[src/sv/rfa_pkg.sv]
// ----------------------------------------------------------------------------
// rfa_pkg
// Shared sizes, codes and helper functions for the register file ALU executor.
// ----------------------------------------------------------------------------
package rfa_pkg;

    localparam int NUM_REGS   = 26;
    localparam int DATA_WIDTH = 32;

    // fixed field widths of the channels
    localparam int MODE_W = 4;
    localparam int IDX_W  = 5;
    localparam int IMM_W  = 32;
    localparam int OUT_W  = 32;

    localparam int REG_AW    = (NUM_REGS > 1) ? $clog2(NUM_REGS) : 1;
    localparam int REG_SLOTS = 1 << REG_AW;

    localparam int FQ_DEPTH = 2;
    localparam int FQ_PW    = (FQ_DEPTH > 1) ? $clog2(FQ_DEPTH) : 1;
    localparam int FQ_CW    = $clog2(FQ_DEPTH + 1);

    localparam int DIV_CW = $clog2(DATA_WIDTH + 1);

    typedef logic [DATA_WIDTH-1:0] data_t;

    typedef enum logic [MODE_W-1:0] {
        MODE_LOAD = 4'd0,
        MODE_OUT  = 4'd1,
        MODE_MOVE = 4'd2,
        MODE_XCHG = 4'd3,
        MODE_ADD  = 4'd4,
        MODE_SUB  = 4'd5,
        MODE_MUL  = 4'd6,
        MODE_DIV  = 4'd7,
        MODE_MOD  = 4'd8,
        MODE_AND  = 4'd9,
        MODE_OR   = 4'd10,
        MODE_XOR  = 4'd11
    } mode_t;

    typedef enum logic [2:0] {
        K_LOAD,
        K_OUT,
        K_MOVE,
        K_XCHG,
        K_ALU
    } kind_t;

    typedef enum logic [2:0] {
        ALU_ADD,
        ALU_SUB,
        ALU_MUL,
        ALU_DIV,
        ALU_MOD,
        ALU_AND,
        ALU_OR,
        ALU_XOR
    } alu_op_t;

    // decoded instruction as queued between front and back
    typedef struct packed {
        kind_t            kind;
        alu_op_t          alu;
        logic [IDX_W-1:0] x_idx;
        logic             x_ok;
        logic [IDX_W-1:0] y_idx;
        logic             y_ok;
        logic [IDX_W-1:0] wr_idx;
        logic             wr_ok;
        logic [IDX_W-1:0] wr2_idx;
        logic             wr2_ok;
        data_t            imm;
    } cmd_t;

    typedef struct packed {
        logic  start;
        data_t dividend;
        data_t divisor;
    } div_req_t;

    typedef struct packed {
        logic  done;
        data_t quo;
        data_t rem;
    } div_rsp_t;

    function automatic logic in_range(logic [IDX_W-1:0] idx);
        return int'(idx) < NUM_REGS;
    endfunction

    function automatic data_t imm_to_data(logic [IMM_W-1:0] imm);
        logic [DATA_WIDTH+IMM_W-1:0] ext;
        ext = {{DATA_WIDTH{imm[IMM_W-1]}}, imm};
        return ext[DATA_WIDTH-1:0];
    endfunction

    function automatic logic [OUT_W-1:0] data_to_out(data_t d);
        logic [DATA_WIDTH+OUT_W-1:0] ext;
        ext = {{OUT_W{1'b0}}, d};
        return ext[OUT_W-1:0];
    endfunction

    // magnitude of a two's complement word, most negative value stays as 2^(w-1)
    function automatic data_t mag(data_t v);
        return v[DATA_WIDTH-1] ? data_t'(-v) : v;
    endfunction

endpackage

[src/sv/rfa_if.sv]
// ----------------------------------------------------------------------------
// rfa_cmd_if / rfa_res_if
// Valid/ready channels for instruction beats in and result beats out.
// ----------------------------------------------------------------------------
interface rfa_cmd_if
    import rfa_pkg::*;
();
    logic                     valid;
    logic                     ready;
    logic [MODE_W-1:0]        mode;
    logic [IDX_W-1:0]         dest_reg;
    logic [IDX_W-1:0]         src_a_reg;
    logic [IDX_W-1:0]         src_b_reg;
    logic signed [IMM_W-1:0]  immediate;
    logic                     three_operand;

    modport source (
        output valid, mode, dest_reg, src_a_reg, src_b_reg, immediate, three_operand,
        input  ready
    );
    modport sink (
        input  valid, mode, dest_reg, src_a_reg, src_b_reg, immediate, three_operand,
        output ready
    );
endinterface

interface rfa_res_if
    import rfa_pkg::*;
();
    logic                     valid;
    logic                     ready;
    logic signed [OUT_W-1:0]  out_value;
    logic                     div_error;

    modport source (
        output valid, out_value, div_error,
        input  ready
    );
    modport sink (
        input  valid, out_value, div_error,
        output ready
    );
endinterface

[src/sv/rfa_ram.sv]
// ----------------------------------------------------------------------------
// rfa_ram
// Generic RAM, one write port and two registered read ports.
// ----------------------------------------------------------------------------
module rfa_ram #(
    parameter int WIDTH = 32,
    parameter int DEPTH = 32,
    localparam int AW = (DEPTH > 1) ? $clog2(DEPTH) : 1
) (
    input  logic             clk,
    input  logic             we,
    input  logic [AW-1:0]    waddr,
    input  logic [WIDTH-1:0] wdata,
    input  logic [AW-1:0]    raddr0,
    output logic [WIDTH-1:0] rdata0,
    input  logic [AW-1:0]    raddr1,
    output logic [WIDTH-1:0] rdata1
);

    logic [WIDTH-1:0] mem [DEPTH];

    always_ff @(posedge clk)
    begin
        if (we)
        begin
            mem[waddr] <= wdata;
        end
        rdata0 <= mem[raddr0];
        rdata1 <= mem[raddr1];
    end

endmodule

[src/sv/rfa_front.sv]
// ----------------------------------------------------------------------------
// rfa_front
// Takes instruction beats, decodes them and pushes them onto the queue.
// ----------------------------------------------------------------------------
module rfa_front
    import rfa_pkg::*;
(
    rfa_cmd_if.sink cmd,
    input  logic    full,
    output logic    push,
    output cmd_t    push_data
);

    cmd_t c;
    logic keep;

    always_comb
    begin
        c        = '0;
        c.kind   = K_LOAD;
        c.alu    = ALU_ADD;
        keep     = 1'b1;
        c.wr_idx = cmd.dest_reg;
        if (cmd.three_operand)
        begin
            c.x_idx = cmd.src_a_reg;
            c.y_idx = cmd.src_b_reg;
        end
        else
        begin
            c.x_idx = cmd.dest_reg;
            c.y_idx = cmd.src_a_reg;
        end
        unique case (mode_t'(cmd.mode))
            MODE_LOAD:
            begin
                c.kind = K_LOAD;
                c.imm  = imm_to_data(cmd.immediate);
            end
            MODE_OUT:
            begin
                c.kind  = K_OUT;
                c.x_idx = cmd.dest_reg;
            end
            MODE_MOVE:
            begin
                c.kind  = K_MOVE;
                c.x_idx = cmd.src_a_reg;
            end
            MODE_XCHG:
            begin
                c.kind    = K_XCHG;
                c.x_idx   = cmd.dest_reg;
                c.y_idx   = cmd.src_a_reg;
                c.wr2_idx = cmd.src_a_reg;
            end
            MODE_ADD: begin c.kind = K_ALU; c.alu = ALU_ADD; end
            MODE_SUB: begin c.kind = K_ALU; c.alu = ALU_SUB; end
            MODE_MUL: begin c.kind = K_ALU; c.alu = ALU_MUL; end
            MODE_DIV: begin c.kind = K_ALU; c.alu = ALU_DIV; end
            MODE_MOD: begin c.kind = K_ALU; c.alu = ALU_MOD; end
            MODE_AND: begin c.kind = K_ALU; c.alu = ALU_AND; end
            MODE_OR:  begin c.kind = K_ALU; c.alu = ALU_OR;  end
            MODE_XOR: begin c.kind = K_ALU; c.alu = ALU_XOR; end
            // unused modes are taken and dropped
            default:  keep = 1'b0;
        endcase
        c.x_ok   = in_range(c.x_idx);
        c.y_ok   = in_range(c.y_idx);
        c.wr_ok  = in_range(c.wr_idx);
        c.wr2_ok = in_range(c.wr2_idx);
    end

    assign cmd.ready = !full;
    assign push      = cmd.valid && !full && keep;
    assign push_data = c;

endmodule

[src/sv/rfa_fifo.sv]
// ----------------------------------------------------------------------------
// rfa_fifo
// Short queue of decoded instructions between front and back.
// ----------------------------------------------------------------------------
module rfa_fifo
    import rfa_pkg::*;
(
    input  logic clk,
    input  logic rst_n,
    input  logic push,
    input  cmd_t push_data,
    output logic full,
    input  logic pop,
    output cmd_t head,
    output logic head_valid
);

    cmd_t             fq_reg [FQ_DEPTH];
    logic [FQ_PW-1:0] wr_ptr_reg, wr_ptr_next;
    logic [FQ_PW-1:0] rd_ptr_reg, rd_ptr_next;
    logic [FQ_CW-1:0] count_reg, count_next;

    function automatic logic [FQ_PW-1:0] bump(logic [FQ_PW-1:0] p);
        return (int'(p) == FQ_DEPTH - 1) ? '0 : FQ_PW'(p + 1'b1);
    endfunction

    always_comb
    begin
        wr_ptr_next = push ? bump(wr_ptr_reg) : wr_ptr_reg;
        rd_ptr_next = pop  ? bump(rd_ptr_reg) : rd_ptr_reg;
        count_next  = count_reg;
        if (push && !pop)
        begin
            count_next = FQ_CW'(count_reg + 1'b1);
        end
        else if (pop && !push)
        begin
            count_next = FQ_CW'(count_reg - 1'b1);
        end
    end

    always_ff @(posedge clk or negedge rst_n)
    begin
        if (!rst_n)
        begin
            wr_ptr_reg <= '0;
            rd_ptr_reg <= '0;
            count_reg  <= '0;
        end
        else
        begin
            wr_ptr_reg <= wr_ptr_next;
            rd_ptr_reg <= rd_ptr_next;
            count_reg  <= count_next;
        end
    end

    always_ff @(posedge clk)
    begin
        if (push)
        begin
            fq_reg[wr_ptr_reg] <= push_data;
        end
    end

    assign full       = int'(count_reg) == FQ_DEPTH;
    assign head_valid = count_reg != '0;
    assign head       = fq_reg[rd_ptr_reg];

endmodule

[src/sv/rfa_div.sv]
// ----------------------------------------------------------------------------
// rfa_div
// Radix-2 restoring divider on magnitudes, one quotient bit per cycle,
// signs applied on the way out (quotient truncates, remainder follows dividend).
// ----------------------------------------------------------------------------
module rfa_div
    import rfa_pkg::*;
(
    input  logic     clk,
    input  logic     rst_n,
    input  div_req_t req,
    output div_rsp_t rsp
);

    logic              busy_reg, busy_next;
    logic              done_reg, done_next;
    logic [DIV_CW-1:0] cnt_reg, cnt_next;
    data_t             rem_reg, rem_next;
    data_t             quo_reg, quo_next;
    data_t             dvs_reg, dvs_next;
    logic              neg_q_reg, neg_q_next;
    logic              neg_r_reg, neg_r_next;

    logic [DATA_WIDTH:0] sh_rem;
    logic [DATA_WIDTH:0] diff;
    logic                ge;

    always_comb
    begin
        sh_rem = {rem_reg, quo_reg[DATA_WIDTH-1]};
        diff   = sh_rem - {1'b0, dvs_reg};
        ge     = !diff[DATA_WIDTH];

        busy_next  = busy_reg;
        done_next  = 1'b0;
        cnt_next   = cnt_reg;
        rem_next   = rem_reg;
        quo_next   = quo_reg;
        dvs_next   = dvs_reg;
        neg_q_next = neg_q_reg;
        neg_r_next = neg_r_reg;

        if (req.start)
        begin
            busy_next  = 1'b1;
            cnt_next   = DIV_CW'(DATA_WIDTH);
            rem_next   = '0;
            quo_next   = mag(req.dividend);
            dvs_next   = mag(req.divisor);
            neg_q_next = req.dividend[DATA_WIDTH-1] ^ req.divisor[DATA_WIDTH-1];
            neg_r_next = req.dividend[DATA_WIDTH-1];
        end
        else if (busy_reg)
        begin
            rem_next = ge ? diff[DATA_WIDTH-1:0] : sh_rem[DATA_WIDTH-1:0];
            quo_next = {quo_reg[DATA_WIDTH-2:0], ge};
            cnt_next = DIV_CW'(cnt_reg - 1'b1);
            if (cnt_reg == DIV_CW'(1))
            begin
                busy_next = 1'b0;
                done_next = 1'b1;
            end
        end
    end

    always_ff @(posedge clk or negedge rst_n)
    begin
        if (!rst_n)
        begin
            busy_reg  <= 1'b0;
            done_reg  <= 1'b0;
            cnt_reg   <= '0;
            rem_reg   <= '0;
            quo_reg   <= '0;
            dvs_reg   <= '0;
            neg_q_reg <= 1'b0;
            neg_r_reg <= 1'b0;
        end
        else
        begin
            busy_reg  <= busy_next;
            done_reg  <= done_next;
            cnt_reg   <= cnt_next;
            rem_reg   <= rem_next;
            quo_reg   <= quo_next;
            dvs_reg   <= dvs_next;
            neg_q_reg <= neg_q_next;
            neg_r_reg <= neg_r_next;
        end
    end

    assign rsp.done = done_reg;
    assign rsp.quo  = neg_q_reg ? data_t'(-quo_reg) : quo_reg;
    assign rsp.rem  = neg_r_reg ? data_t'(-rem_reg) : rem_reg;

endmodule

[src/sv/rfa_back.sv]
// ----------------------------------------------------------------------------
// rfa_back
// Pops decoded instructions, reads the register file, executes and writes
// back; holds the result register of the output channel.
// ----------------------------------------------------------------------------
module rfa_back
    import rfa_pkg::*;
(
    input  logic      clk,
    input  logic      rst_n,
    input  cmd_t      head,
    input  logic      head_valid,
    output logic      pop,
    output div_req_t  div_req,
    input  div_rsp_t  div_rsp,
    rfa_res_if.source res
);

    typedef enum logic [1:0] {
        S_IDLE,
        S_EXEC,
        S_DIV,
        S_SWAP
    } state_t;

    state_t               state_reg, state_next;
    cmd_t                 cmd_reg, cmd_next;
    data_t                hold_reg, hold_next;
    logic [REG_SLOTS-1:0] valid_reg, valid_next;
    logic                 out_valid_reg, out_valid_next;
    logic [OUT_W-1:0]     out_value_reg, out_value_next;
    logic                 div_error_reg, div_error_next;

    logic [REG_AW-1:0] raddr_x, raddr_y, waddr;
    logic              we, wok, ram_we;
    data_t             wdata, q_x, q_y, x_val, y_val, alu_res;
    logic              out_free;

    rfa_ram #(
        .WIDTH (DATA_WIDTH),
        .DEPTH (NUM_REGS)
    ) u_regs (
        .clk    (clk),
        .we     (ram_we),
        .waddr  (waddr),
        .wdata  (wdata),
        .raddr0 (raddr_x),
        .rdata0 (q_x),
        .raddr1 (raddr_y),
        .rdata1 (q_y)
    );

    // read the queue head while idle so operands land as execute starts
    assign raddr_x = (state_reg == S_IDLE) ? head.x_idx[REG_AW-1:0] : cmd_reg.x_idx[REG_AW-1:0];
    assign raddr_y = (state_reg == S_IDLE) ? head.y_idx[REG_AW-1:0] : cmd_reg.y_idx[REG_AW-1:0];

    // registers never written since reset read as zero
    assign x_val = (cmd_reg.x_ok && valid_reg[cmd_reg.x_idx[REG_AW-1:0]]) ? q_x : '0;
    assign y_val = (cmd_reg.y_ok && valid_reg[cmd_reg.y_idx[REG_AW-1:0]]) ? q_y : '0;

    always_comb
    begin
        unique case (cmd_reg.alu)
            ALU_ADD: alu_res = data_t'(x_val + y_val);
            ALU_SUB: alu_res = data_t'(x_val - y_val);
            ALU_MUL: alu_res = data_t'(x_val * y_val);
            ALU_AND: alu_res = x_val & y_val;
            ALU_OR:  alu_res = x_val | y_val;
            ALU_XOR: alu_res = x_val ^ y_val;
            ALU_DIV,
            ALU_MOD: alu_res = '0;
        endcase
    end

    assign out_free = !out_valid_reg || res.ready;
    assign ram_we   = we && wok;

    always_comb
    begin
        state_next     = state_reg;
        cmd_next       = cmd_reg;
        hold_next      = hold_reg;
        valid_next     = valid_reg;
        out_valid_next = out_valid_reg && !res.ready;
        out_value_next = out_value_reg;
        div_error_next = div_error_reg;
        pop            = 1'b0;
        we             = 1'b0;
        wok            = cmd_reg.wr_ok;
        waddr          = cmd_reg.wr_idx[REG_AW-1:0];
        wdata          = alu_res;
        div_req.start    = 1'b0;
        div_req.dividend = x_val;
        div_req.divisor  = y_val;

        unique case (state_reg)
            S_IDLE:
            begin
                if (head_valid)
                begin
                    pop        = 1'b1;
                    cmd_next   = head;
                    state_next = S_EXEC;
                end
            end
            S_EXEC:
            begin
                unique case (cmd_reg.kind)
                    K_LOAD:
                    begin
                        we         = 1'b1;
                        wdata      = cmd_reg.imm;
                        state_next = S_IDLE;
                    end
                    K_OUT:
                    begin
                        if (out_free)
                        begin
                            out_valid_next = 1'b1;
                            out_value_next = data_to_out(x_val);
                            div_error_next = 1'b0;
                            state_next     = S_IDLE;
                        end
                    end
                    K_MOVE:
                    begin
                        we         = 1'b1;
                        wdata      = x_val;
                        state_next = S_IDLE;
                    end
                    K_XCHG:
                    begin
                        we         = 1'b1;
                        wdata      = y_val;
                        hold_next  = x_val;
                        state_next = S_SWAP;
                    end
                    K_ALU:
                    begin
                        if (cmd_reg.alu == ALU_DIV || cmd_reg.alu == ALU_MOD)
                        begin
                            if (y_val == '0)
                            begin
                                // refused, registers untouched
                                if (out_free)
                                begin
                                    out_valid_next = 1'b1;
                                    out_value_next = '0;
                                    div_error_next = 1'b1;
                                    state_next     = S_IDLE;
                                end
                            end
                            else
                            begin
                                div_req.start = 1'b1;
                                state_next    = S_DIV;
                            end
                        end
                        else
                        begin
                            we         = 1'b1;
                            state_next = S_IDLE;
                        end
                    end
                    default: state_next = S_IDLE;
                endcase
            end
            S_DIV:
            begin
                if (div_rsp.done)
                begin
                    we         = 1'b1;
                    wdata      = (cmd_reg.alu == ALU_DIV) ? div_rsp.quo : div_rsp.rem;
                    state_next = S_IDLE;
                end
            end
            S_SWAP:
            begin
                we         = 1'b1;
                wok        = cmd_reg.wr2_ok;
                waddr      = cmd_reg.wr2_idx[REG_AW-1:0];
                wdata      = hold_reg;
                state_next = S_IDLE;
            end
        endcase

        if (ram_we)
        begin
            valid_next[waddr] = 1'b1;
        end
    end

    always_ff @(posedge clk or negedge rst_n)
    begin
        if (!rst_n)
        begin
            state_reg     <= S_IDLE;
            cmd_reg       <= '0;
            hold_reg      <= '0;
            valid_reg     <= '0;
            out_valid_reg <= 1'b0;
            out_value_reg <= '0;
            div_error_reg <= 1'b0;
        end
        else
        begin
            state_reg     <= state_next;
            cmd_reg       <= cmd_next;
            hold_reg      <= hold_next;
            valid_reg     <= valid_next;
            out_valid_reg <= out_valid_next;
            out_value_reg <= out_value_next;
            div_error_reg <= div_error_next;
        end
    end

    assign res.valid     = out_valid_reg;
    assign res.out_value = out_value_reg;
    assign res.div_error = div_error_reg;

endmodule

[src/sv/register_file_alu_executor.sv]
// ----------------------------------------------------------------------------
// register_file_alu_executor
// Runs decoded instructions against a file of signed registers.
// ----------------------------------------------------------------------------
// Each beat on cmd is one decoded instruction; a beat on res comes back only
// for an output instruction or a refused divide/modulo by zero. The front end
// takes a beat whenever its two-entry queue has room, so it keeps accepting
// while the back end works or while a result waits on res. The back end runs
// one instruction at a time: load, output, move and the non-dividing ALU
// operations take a register file read, then execute and write back,
// exchange takes a second write step because the file has a single write
// port, and divide or modulo wait on the radix-2 divider producing one
// quotient bit per cycle. The register file is zero straight after reset
// through per-register valid bits; there is no clearing pass.
// ----------------------------------------------------------------------------
module register_file_alu_executor
    import rfa_pkg::*;
(
    input  logic      clk,
    input  logic      rst_n,
    rfa_cmd_if.sink   cmd,
    rfa_res_if.source res
);

    logic     push, full, pop, head_valid;
    cmd_t     push_data, head;
    div_req_t div_req;
    div_rsp_t div_rsp;

    rfa_front u_front (
        .cmd       (cmd),
        .full      (full),
        .push      (push),
        .push_data (push_data)
    );

    rfa_fifo u_fifo (
        .clk        (clk),
        .rst_n      (rst_n),
        .push       (push),
        .push_data  (push_data),
        .full       (full),
        .pop        (pop),
        .head       (head),
        .head_valid (head_valid)
    );

    rfa_div u_div (
        .clk   (clk),
        .rst_n (rst_n),
        .req   (div_req),
        .rsp   (div_rsp)
    );

    rfa_back u_back (
        .clk        (clk),
        .rst_n      (rst_n),
        .head       (head),
        .head_valid (head_valid),
        .pop        (pop),
        .div_req    (div_req),
        .div_rsp    (div_rsp),
        .res        (res)
    );

endmodule

[src/flat_wrapper.sv]
// flat-port wrapper written by rule: the top's interface ports become plain ports
module register_file_alu_executor_flat import rfa_pkg::*;
  (clk, rst_n, cmd_valid, cmd_mode, cmd_dest_reg, cmd_src_a_reg, cmd_src_b_reg, cmd_immediate, cmd_three_operand, cmd_ready, res_valid, res_out_value, res_div_error, res_ready);
  rfa_cmd_if cmd_i ();
  rfa_res_if res_i ();
  input  logic clk;
  input  logic rst_n;
  input wire logic [$bits(cmd_i.valid)-1:0] cmd_valid;
  input wire logic [$bits(cmd_i.mode)-1:0] cmd_mode;
  input wire logic [$bits(cmd_i.dest_reg)-1:0] cmd_dest_reg;
  input wire logic [$bits(cmd_i.src_a_reg)-1:0] cmd_src_a_reg;
  input wire logic [$bits(cmd_i.src_b_reg)-1:0] cmd_src_b_reg;
  input wire logic [$bits(cmd_i.immediate)-1:0] cmd_immediate;
  input wire logic [$bits(cmd_i.three_operand)-1:0] cmd_three_operand;
  output wire logic [$bits(cmd_i.ready)-1:0] cmd_ready;
  output wire logic [$bits(res_i.valid)-1:0] res_valid;
  output wire logic [$bits(res_i.out_value)-1:0] res_out_value;
  output wire logic [$bits(res_i.div_error)-1:0] res_div_error;
  input wire logic [$bits(res_i.ready)-1:0] res_ready;
  assign cmd_i.valid = cmd_valid;
  assign cmd_i.mode = cmd_mode;
  assign cmd_i.dest_reg = cmd_dest_reg;
  assign cmd_i.src_a_reg = cmd_src_a_reg;
  assign cmd_i.src_b_reg = cmd_src_b_reg;
  assign cmd_i.immediate = cmd_immediate;
  assign cmd_i.three_operand = cmd_three_operand;
  assign cmd_ready = cmd_i.ready;
  assign res_valid = res_i.valid;
  assign res_out_value = res_i.out_value;
  assign res_div_error = res_i.div_error;
  assign res_i.ready = res_ready;
  register_file_alu_executor u_core (.clk(clk), .rst_n(rst_n), .cmd(cmd_i), .res(res_i));
endmodule
[config.mk]
export PLATFORM = sky130hd
export DESIGN_NAME = register_file_alu_executor_flat
export DESIGN_NICKNAME = d
export VERILOG_FILES = /design/src/sv/rfa_pkg.sv /design/src/sv/rfa_if.sv /design/src/sv/rfa_ram.sv /design/src/sv/rfa_front.sv /design/src/sv/rfa_fifo.sv /design/src/sv/rfa_div.sv /design/src/sv/rfa_back.sv /design/src/sv/register_file_alu_executor.sv /design/src/flat_wrapper.sv
export SDC_FILE = /design/constraint.sdc
export NUM_CORES = 2
export LEC_CHECK = 0
export BUFFER_PORTS_ARGS = -buffer_cell sky130_fd_sc_hd__buf_2
export CORE_MARGIN = 10
export CORE_UTILIZATION = 29
export CTS_BUF_LIST = sky130_fd_sc_hd__clkbuf_16
export CTS_CLUSTER_SIZE = 30
export DETAILED_ROUTE_END_ITERATION = 6
export PLACE_DENSITY = 0.49
export SLEW_MARGIN = 20
export SYNTH_ARGS = -nofsm -noshare
export SYNTH_HDL_FRONTEND = slang
export SYNTH_HIERARCHICAL = 1
export SYNTH_SLANG_ARGS = --single-unit
[constraint.sdc]
create_clock -name clk -period 24.3 [get_ports clk]
set_clock_uncertainty 0.2 [all_clocks]
set_input_delay 4.86 -clock clk [delete_from_list [all_inputs] [get_ports clk]]
set_output_delay 4.86 -clock clk [all_outputs]
set_load 0.05 [all_outputs]
# Yosys cells after proc, flatten, opt, wreduce, memory -nomap -nowiden

Memory sizes are Yosys's and may differ from the RTL's. A register that Yosys moved wholly into a read port is not among the register bits.
Index checks and enable logic that the tools add are counted.

Bits in registers: 272
Bits in writable memories: 956
Input bits: 56
Memories kept: 2

$add $sub $neg: 12
Multipliers: 1
Order comparisons: 8
Equality and inequality tests: 33
Muxes and demuxes: 83
Bitwise operators: 5
Reduce and logical (&&, ||, !) cells: 35

Memory list:

| name                     | words | bits a word | read ports | clocked after Yosys merged registers in | wr ports | line           | source |
|---|---|---|---|---|---|---|---|
| u_core.u_back.u_regs.mem | 26    | 32          | 2          | 2                                       | 1        | rfa_ram.sv:20  | `logic [WIDTH-1:0] mem [DEPTH];` |
| u_core.u_fifo.fq_reg     | 2     | 62          | 1          | 0                                       | 1        | rfa_fifo.sv:18 | `cmd_t fq_reg [FQ_DEPTH];` |

Operators with widths:

| kind                                               | count |
|---|---|
| 2-to-1 mux 32 bit                                  | 18 |
| case mux 32 bit (7 select lines)                   | 1 |
| case mux 32 bit (3 select lines)                   | 2 |
| negator 32 bit                                     | 4 |
| OR 32 bit                                          | 2 |
| case mux 32 bit (2 select lines)                   | 1 |
| 2-to-1 mux 5 bit                                   | 7 |
| 2-to-1 mux 1 bit                                   | 33 |
| subtractor 33 x 32 -> 33 bit                       | 1 |
| adder 32 bit                                       | 1 |
| AND 32 bit                                         | 1 |
| zero test 32 bit                                   | 1 |
| multiplier 32 x 32 -> 32 bit                       | 1 |
| subtractor 32 bit                                  | 1 |
| XOR 32 bit                                         | 1 |
| case mux 3 bit (7 select lines)                    | 1 |
| < comparator 5 bit, second input constant          | 4 |
| < comparator 5 x 6 -> 1 bit, second input constant | 3 |
| == test 4 x 3 -> 1 bit, second input constant      | 4 |
| == test 4 bit, second input constant               | 4 |
| == test 3 bit, second input constant               | 5 |
| 2-to-1 mux 2 bit                                   | 7 |
| == test 3 x 2 -> 1 bit, second input constant      | 4 |
| 2-to-1 mux 6 bit                                   | 2 |
| other kinds (35)                                   | 68 |

# Depth between registers and ports, before layout

Word-level depth: 10
Depth in mapped cells: 41
Depth with buffers taken out: 35

# Hierarchy

Netlist, hierarchy kept.

Modules (own cells, without submodules):

| module    | instances | cells an instance | area each (sq um) | seq. area each (sq um) |
|---|---|---|---|---|
| rfa_ram   | 1         | 2142              | 39595.5           | 26265.2 |
| rfa_back  | 1         | 3539              | 28603.7           | 4053.9 |
| rfa_div   | 1         | 1130              | 9064.9            | 2652.5 |
| rfa_fifo  | 1         | 209               | 4963.5            | 3823.7 |
| rfa_front | 1         | 75                | 584.3             | 0.0 |

# Least setup slack after synthesis

OpenSTA, ideal clock, no wires.

Path kind: register -> register
Start point: register u_core/u_back/cmd_reg[51] (netlist bit)
End point: memory u_core.u_back.u_regs.mem[0][31] (data pin)
Library setup time: 354 ps
Arrival: 10095 ps
Data required time: 23746 ps
Path slack: 13651 ps
Cell stages (with the launch flop): 38
Path buffers: 5
Path through: dfrtp_1 buf_2 mux4_2 mux4_2 o211a_1 clkbuf_1 and2_1 clkbuf_1 inv_1 clkbuf_1 nor2_1 fa_1 inv_1 fa_1 fa_1 fa_1 inv_1 fa_1 [... 2 more ...] inv_1 fa_1 inv_1 fa_1 inv_1 ha_1 clkbuf_1 a211oi_1 o21a_1 o31ai_1 a22o_1 a311o_1 a21o_1 a21oi_1 o21ai_0 xnor2_1 nand2_1 a22oi_1

RTL lines:

| item                     | line            | source |
|---|---|---|
| start: declaration       | rfa_back.sv:27  | `cmd_t cmd_reg, cmd_next;` |
| start signal: assignment | rfa_back.sv:208 | `cmd_reg <= cmd_next;` |
| end: declaration         | rfa_ram.sv:20   |  |

==> impl_table.tex <==
\begin{tabular}{lr}
\hline
Metric & Value \\
\hline
\multicolumn{2}{l}{\textbf{Status}} \\
\quad Result of the run & finished, violations left \\
\quad Violated checks & design-rule violations \\
\multicolumn{2}{l}{\textbf{GRT}} \\
\quad Number of antenna violations at the first check in global routing & 8 \\
\quad Global Route met3 Usage & $\sim$3.1\% \\
\quad Total congestion overflow & 0 \\
\quad Largest net degree at the start of global routing & 98 \\
\quad Global Route met2 Usage & a little under a third \\
\quad First-pass GRT wire length & about 440,000 µm \\
\quad Met1 track demand over resource in global routing & 26.32\% \\
\quad Global Route Usage Sum & 19.56\% \\
\quad Vias in the first global route & 60,010 \\
\quad Busiest layer in global routing & met2 \\
\multicolumn{2}{l}{\textbf{Synth}} \\
\quad Post-synthesis cell count & between 7,000 and 8,000 \\
\quad Synthesized area & slightly above 80,000 µm² \\
\quad Proportion of register bits with asynchronous set or reset after synthesis & between 20\% and 30\% \\
\quad Most numerous cell types in the synthesized netlist & edfxtp\_1, nand2\_1, inv\_1, nor2\_1, fa\_1 \\
\quad Post-synth EDFFs & roughly 960 \\
\quad Top flip-flop cell by instance count after synthesis & edfxtp\_1 \\
\quad Share of the synthesized area in the top cell type & about a third \\
\quad Most numerous cell in the Yosys netlist & edfxtp\_1 \\
\quad Yosys synthesis warning count & 6 \\
\quad Net count after synthesis & just under 8,000 \\
\quad Seq cells post-synth & 1,292 \\
\quad Average instance area after synthesis & roughly 12 µm² \\
\quad Sequential share of the synthesized area & between 40\% and 50\% \\
\quad Largest cells by area after synthesis & edfxtp\_1, fa\_1, mux4\_2, dfrtp\_1, ha\_1 \\
\quad Count of unique library cells instantiated by Yosys & between 90 and 100 \\
\quad Biggest area consumer among synthesized cells & edfxtp\_1 \\
\multicolumn{2}{l}{\textbf{Critical path}} \\
\quad Start-to-end type of the worst setup path & flip-flop to flip-flop \\
\quad Max stage delay cell, worst path & clkinv\_1 \\
\quad Category of the worst setup path capture point & flip-flop \\
\quad Kind of start point of the critical path & flip-flop \\
\quad Dominant cell type by count on the critical path & fa\_1 \\
\quad Worst R2R Setup Slack & around 12,000 ps \\
\quad Data required time of the worst path & 24,550 ps \\
\quad Slowest cell delay on critical path & 1000 ps \\
\quad Max FO, Critical Path & 34 \\
\quad Data arrival time at the worst-slack endpoint & about 12,000 ps \\
\multicolumn{2}{l}{\textbf{Timing}} \\
\quad Crit share post-route & slightly below 50\% \\
\quad Unrepaired setup endpoints after global routing & no \\
\quad Post-Route Hold Slack & between 200 and 300 ps \\
\quad Final Hold Viols & 0 \\
\quad Setup tns final & 0 ps \\
\quad Tmin final & around 12,000 ps \\
\quad Top achievable clock speed & 83.42 MHz \\
\quad Slew margin rel. & $\sim$25\% \\
\quad Final setup violation count & 0 \\
\quad Final Max Tran Viols & 0 \\
\quad Transition time of the tightest slew-check pin & between 1000 and 1500 ps \\
\multicolumn{2}{l}{\textbf{Drt}} \\
\quad Number of detailed-route iterations in the first pass & 7 \\
\quad Iteration-0 DRC count of the detailed router & $\sim$6,300 \\
\quad Average wire per standard cell & 28.40 µm \\
\quad Post-DR vias/cell & 5.422 \\
\quad Total number of vias & a little under 60,000 \\
\quad Post-route DRC & 1 \\
\quad Post-route ant nets & 0 \\
\quad Overall routed net length & slightly above 300,000 µm \\
\multicolumn{2}{l}{\textbf{Job}} \\
\quad Max capacitance violation total & 0 \\
\multicolumn{2}{l}{\textbf{Pwr}} \\
\quad Post-route total power & between 15 and 20 mW \\
\quad Max rail drop VDD & 133.2 µV \\
\quad P\_leak & around 35 nW \\
\quad Power Density & around 160 nW/µm² \\
\multicolumn{2}{l}{\textbf{Layout}} \\
\quad Area overhead of the layout relative to synthesis & 11.99\% \\
\quad Filler cell count & about 28,000 \\
\quad Number of flip-flops in the largest register & about 830 \\
\quad Final-stage net count & roughly 8,000 \\
\quad Fraction of layout instances using a drive strength above 1 & 14.68\% \\
\quad Post-layout instance count excluding filler cells & between 10,000 and 15,000 \\
\quad Area of the multi-input gates & approximately 42,000 µm² \\
\quad Area of all placed cells without fillers & 92,740 µm² \\
\quad Register area & 36,810 µm² \\
\multicolumn{2}{l}{\textbf{Clock tree}} \\
\quad Clock transition at the registers of the reported paths & approximately 60 ps \\
\quad H-tree depth & 4 \\
\quad Number of buffers on the longest clock path & 3 \\
\quad Number of gates resized after CTS & 0 \\
\quad Inserted Clock Buffers & $\sim$150 \\
\quad Root buffer cell & clkbuf\_16 \\
\quad Worst-skew pair later-pin latency & approximately 860 ps \\
\quad \# Post-CTS Setup Buffers & 0 \\
\quad TritonCTS clock tree & yes \\
\quad Quantity of hold-fixing buffers added after cts & 0 \\
\quad Number of sinks handled by clock tree synthesis & between 1,000 and 1,500 \\
\multicolumn{2}{l}{\textbf{Floorplanning}} \\
\quad Die boundary height & 554.4 µm \\
\quad Core Region & between 200,000 and 300,000 µm² \\
\quad Number of primary I/O pins & 91 \\
\quad Site Rows & between 150 and 200 \\
\quad Die outline area & roughly 310,000 µm² \\
\quad Die Wd & between 500 and 600 µm \\
\quad Starting density of the core & between 20\% and 30\% \\
\multicolumn{2}{l}{\textbf{Placed design}} \\
\quad Last weighted congestion value of the routability-driven placer & 0.9421 \\
\quad Number of buffers inserted by port buffering & 90 \\
\quad Total half-perimeter wirelength after legalization and detailed placement & approximately 210,000 µm \\
\quad DP Area & 87,790 µm² \\
\quad Number of placed instances with taps included & around 11,000 \\
\multicolumn{2}{l}{\textbf{Min path}} \\
\quad Classification of the worst-slack hold path & flip-flop to flip-flop \\
\hline
\end{tabular}
-- metal layers --
metal	routed length [µm]	up-vias
li1	-	25250
met1	127800	30820
met2	143200	2656
met3	23810	626
met4	16060	4
met5	27	-
-- cell type report --
class | instances | area share (%)
multi-input combinational | 4748 | 45.52
sequential | 1292 | 39.69
tap | 3762 | 5.075
clock buffer | 150 | 4.047
inverter | 589 | 2.384
timing repair buffer | 278 | 2.049
clock inverter | 125 | 1.225
antenna | 3 | 0.008095
-- cells by family after synthesis --
kind of cell	count (synthesis)	synth area share [%]
simple gates	1835	9.727
flops	1292	44.43
compound gates	1233	9.788
buf+inv	1055	5.314
mux	730	13.94
fa+ha+maj	668	13.81
xor+xnor	282	2.992
-- report_power, final --
part           switching [mW]  leakage (nW)  internal [mW]
Combinational            6.09          20.1           3.04
Clock                   0.980          2.52           1.27
Sequential              0.406          12.9           3.49
Total                    7.48          35.5           7.81
-- final timing paths --
| path | startpoint | endpoint | cells after the start |
|---|---|---|---|
| setup / recovery | u_core/u_back/cmd_reg[51]$_DFFE_PN0P_ | u_core/u_back/u_regs/mem[9][23]$_DFFE_PP_ | 32 |
| hold / removal | u_core/u_back/res.out_value[18]$_DFFE_PN0P_ | u_core/u_back/res.out_value[18]$_DFFE_PN0P_ | 2 |
| setup reg to reg | u_core/u_back/cmd_reg[51]$_DFFE_PN0P_ | u_core/u_back/u_regs/mem[9][23]$_DFFE_PP_ | 32 |
| hold reg to reg | u_core/u_back/res.out_value[18]$_DFFE_PN0P_ | u_core/u_back/res.out_value[18]$_DFFE_PN0P_ | 2 |
| max in group asynchronous | rst_n | u_core/u_fifo/rd_ptr_reg$_DFFE_PN0P_ | 3 |
| min in group asynchronous | rst_n | u_core/u_div/rem_reg[28]$_DFFE_PN0P_ | 1 |
-- worst max-delay path: cells and delay by family (launching register included) --
| kind | cells | cell delay [ps] |
|---|---|---|
| simple gates | 3 | 1330 |
| buf+inv | 7 | 1860 |
| mux | 2 | 420 |
| flops | 1 | 730 |
| compound gates | 10 | 2560 |
| xor+xnor | 1 | 580 |
| fa+ha+maj | 9 | 3880 |
-- layout by cell type (no fill, tap or decap), types with 47 or more instances in the layout --
cell type,netlist,final
dfxtp_1,64,64
mux2_2,55,47
and2_1,92,90
ha_1,258,258
xor2_1,84,84
buf_4,26,185
mux2i_1,303,303
clkbuf_16,0,150
inv_1,574,614
xnor2_1,197,196
nor2_1,533,502
o31ai_1,66,65
a21oi_1,282,279
mux4_2,307,307
o21ai_0,225,218
edfxtp_1,956,956
nand3_1,102,101
nand2_1,852,850
buf_2,87,89
fa_1,410,410
a21o_1,101,101
mux2_4,65,67
a22oi_1,167,166
o22ai_1,83,83
dfrtp_1,272,267
-- per-stage QoR --
step / worst slack, ps / util, %
2_1_floorplan: 13650 / -
3_3_place_gp: 12330 / 30.83
3_5_place_dp: 12230 / 30.84
4_1_cts: 12200 / 32.55
5_1_grt: 11830 / 32.57
6_report: 12310 / 32.57
No activity file was read; power rests on OpenSTA's default activity.
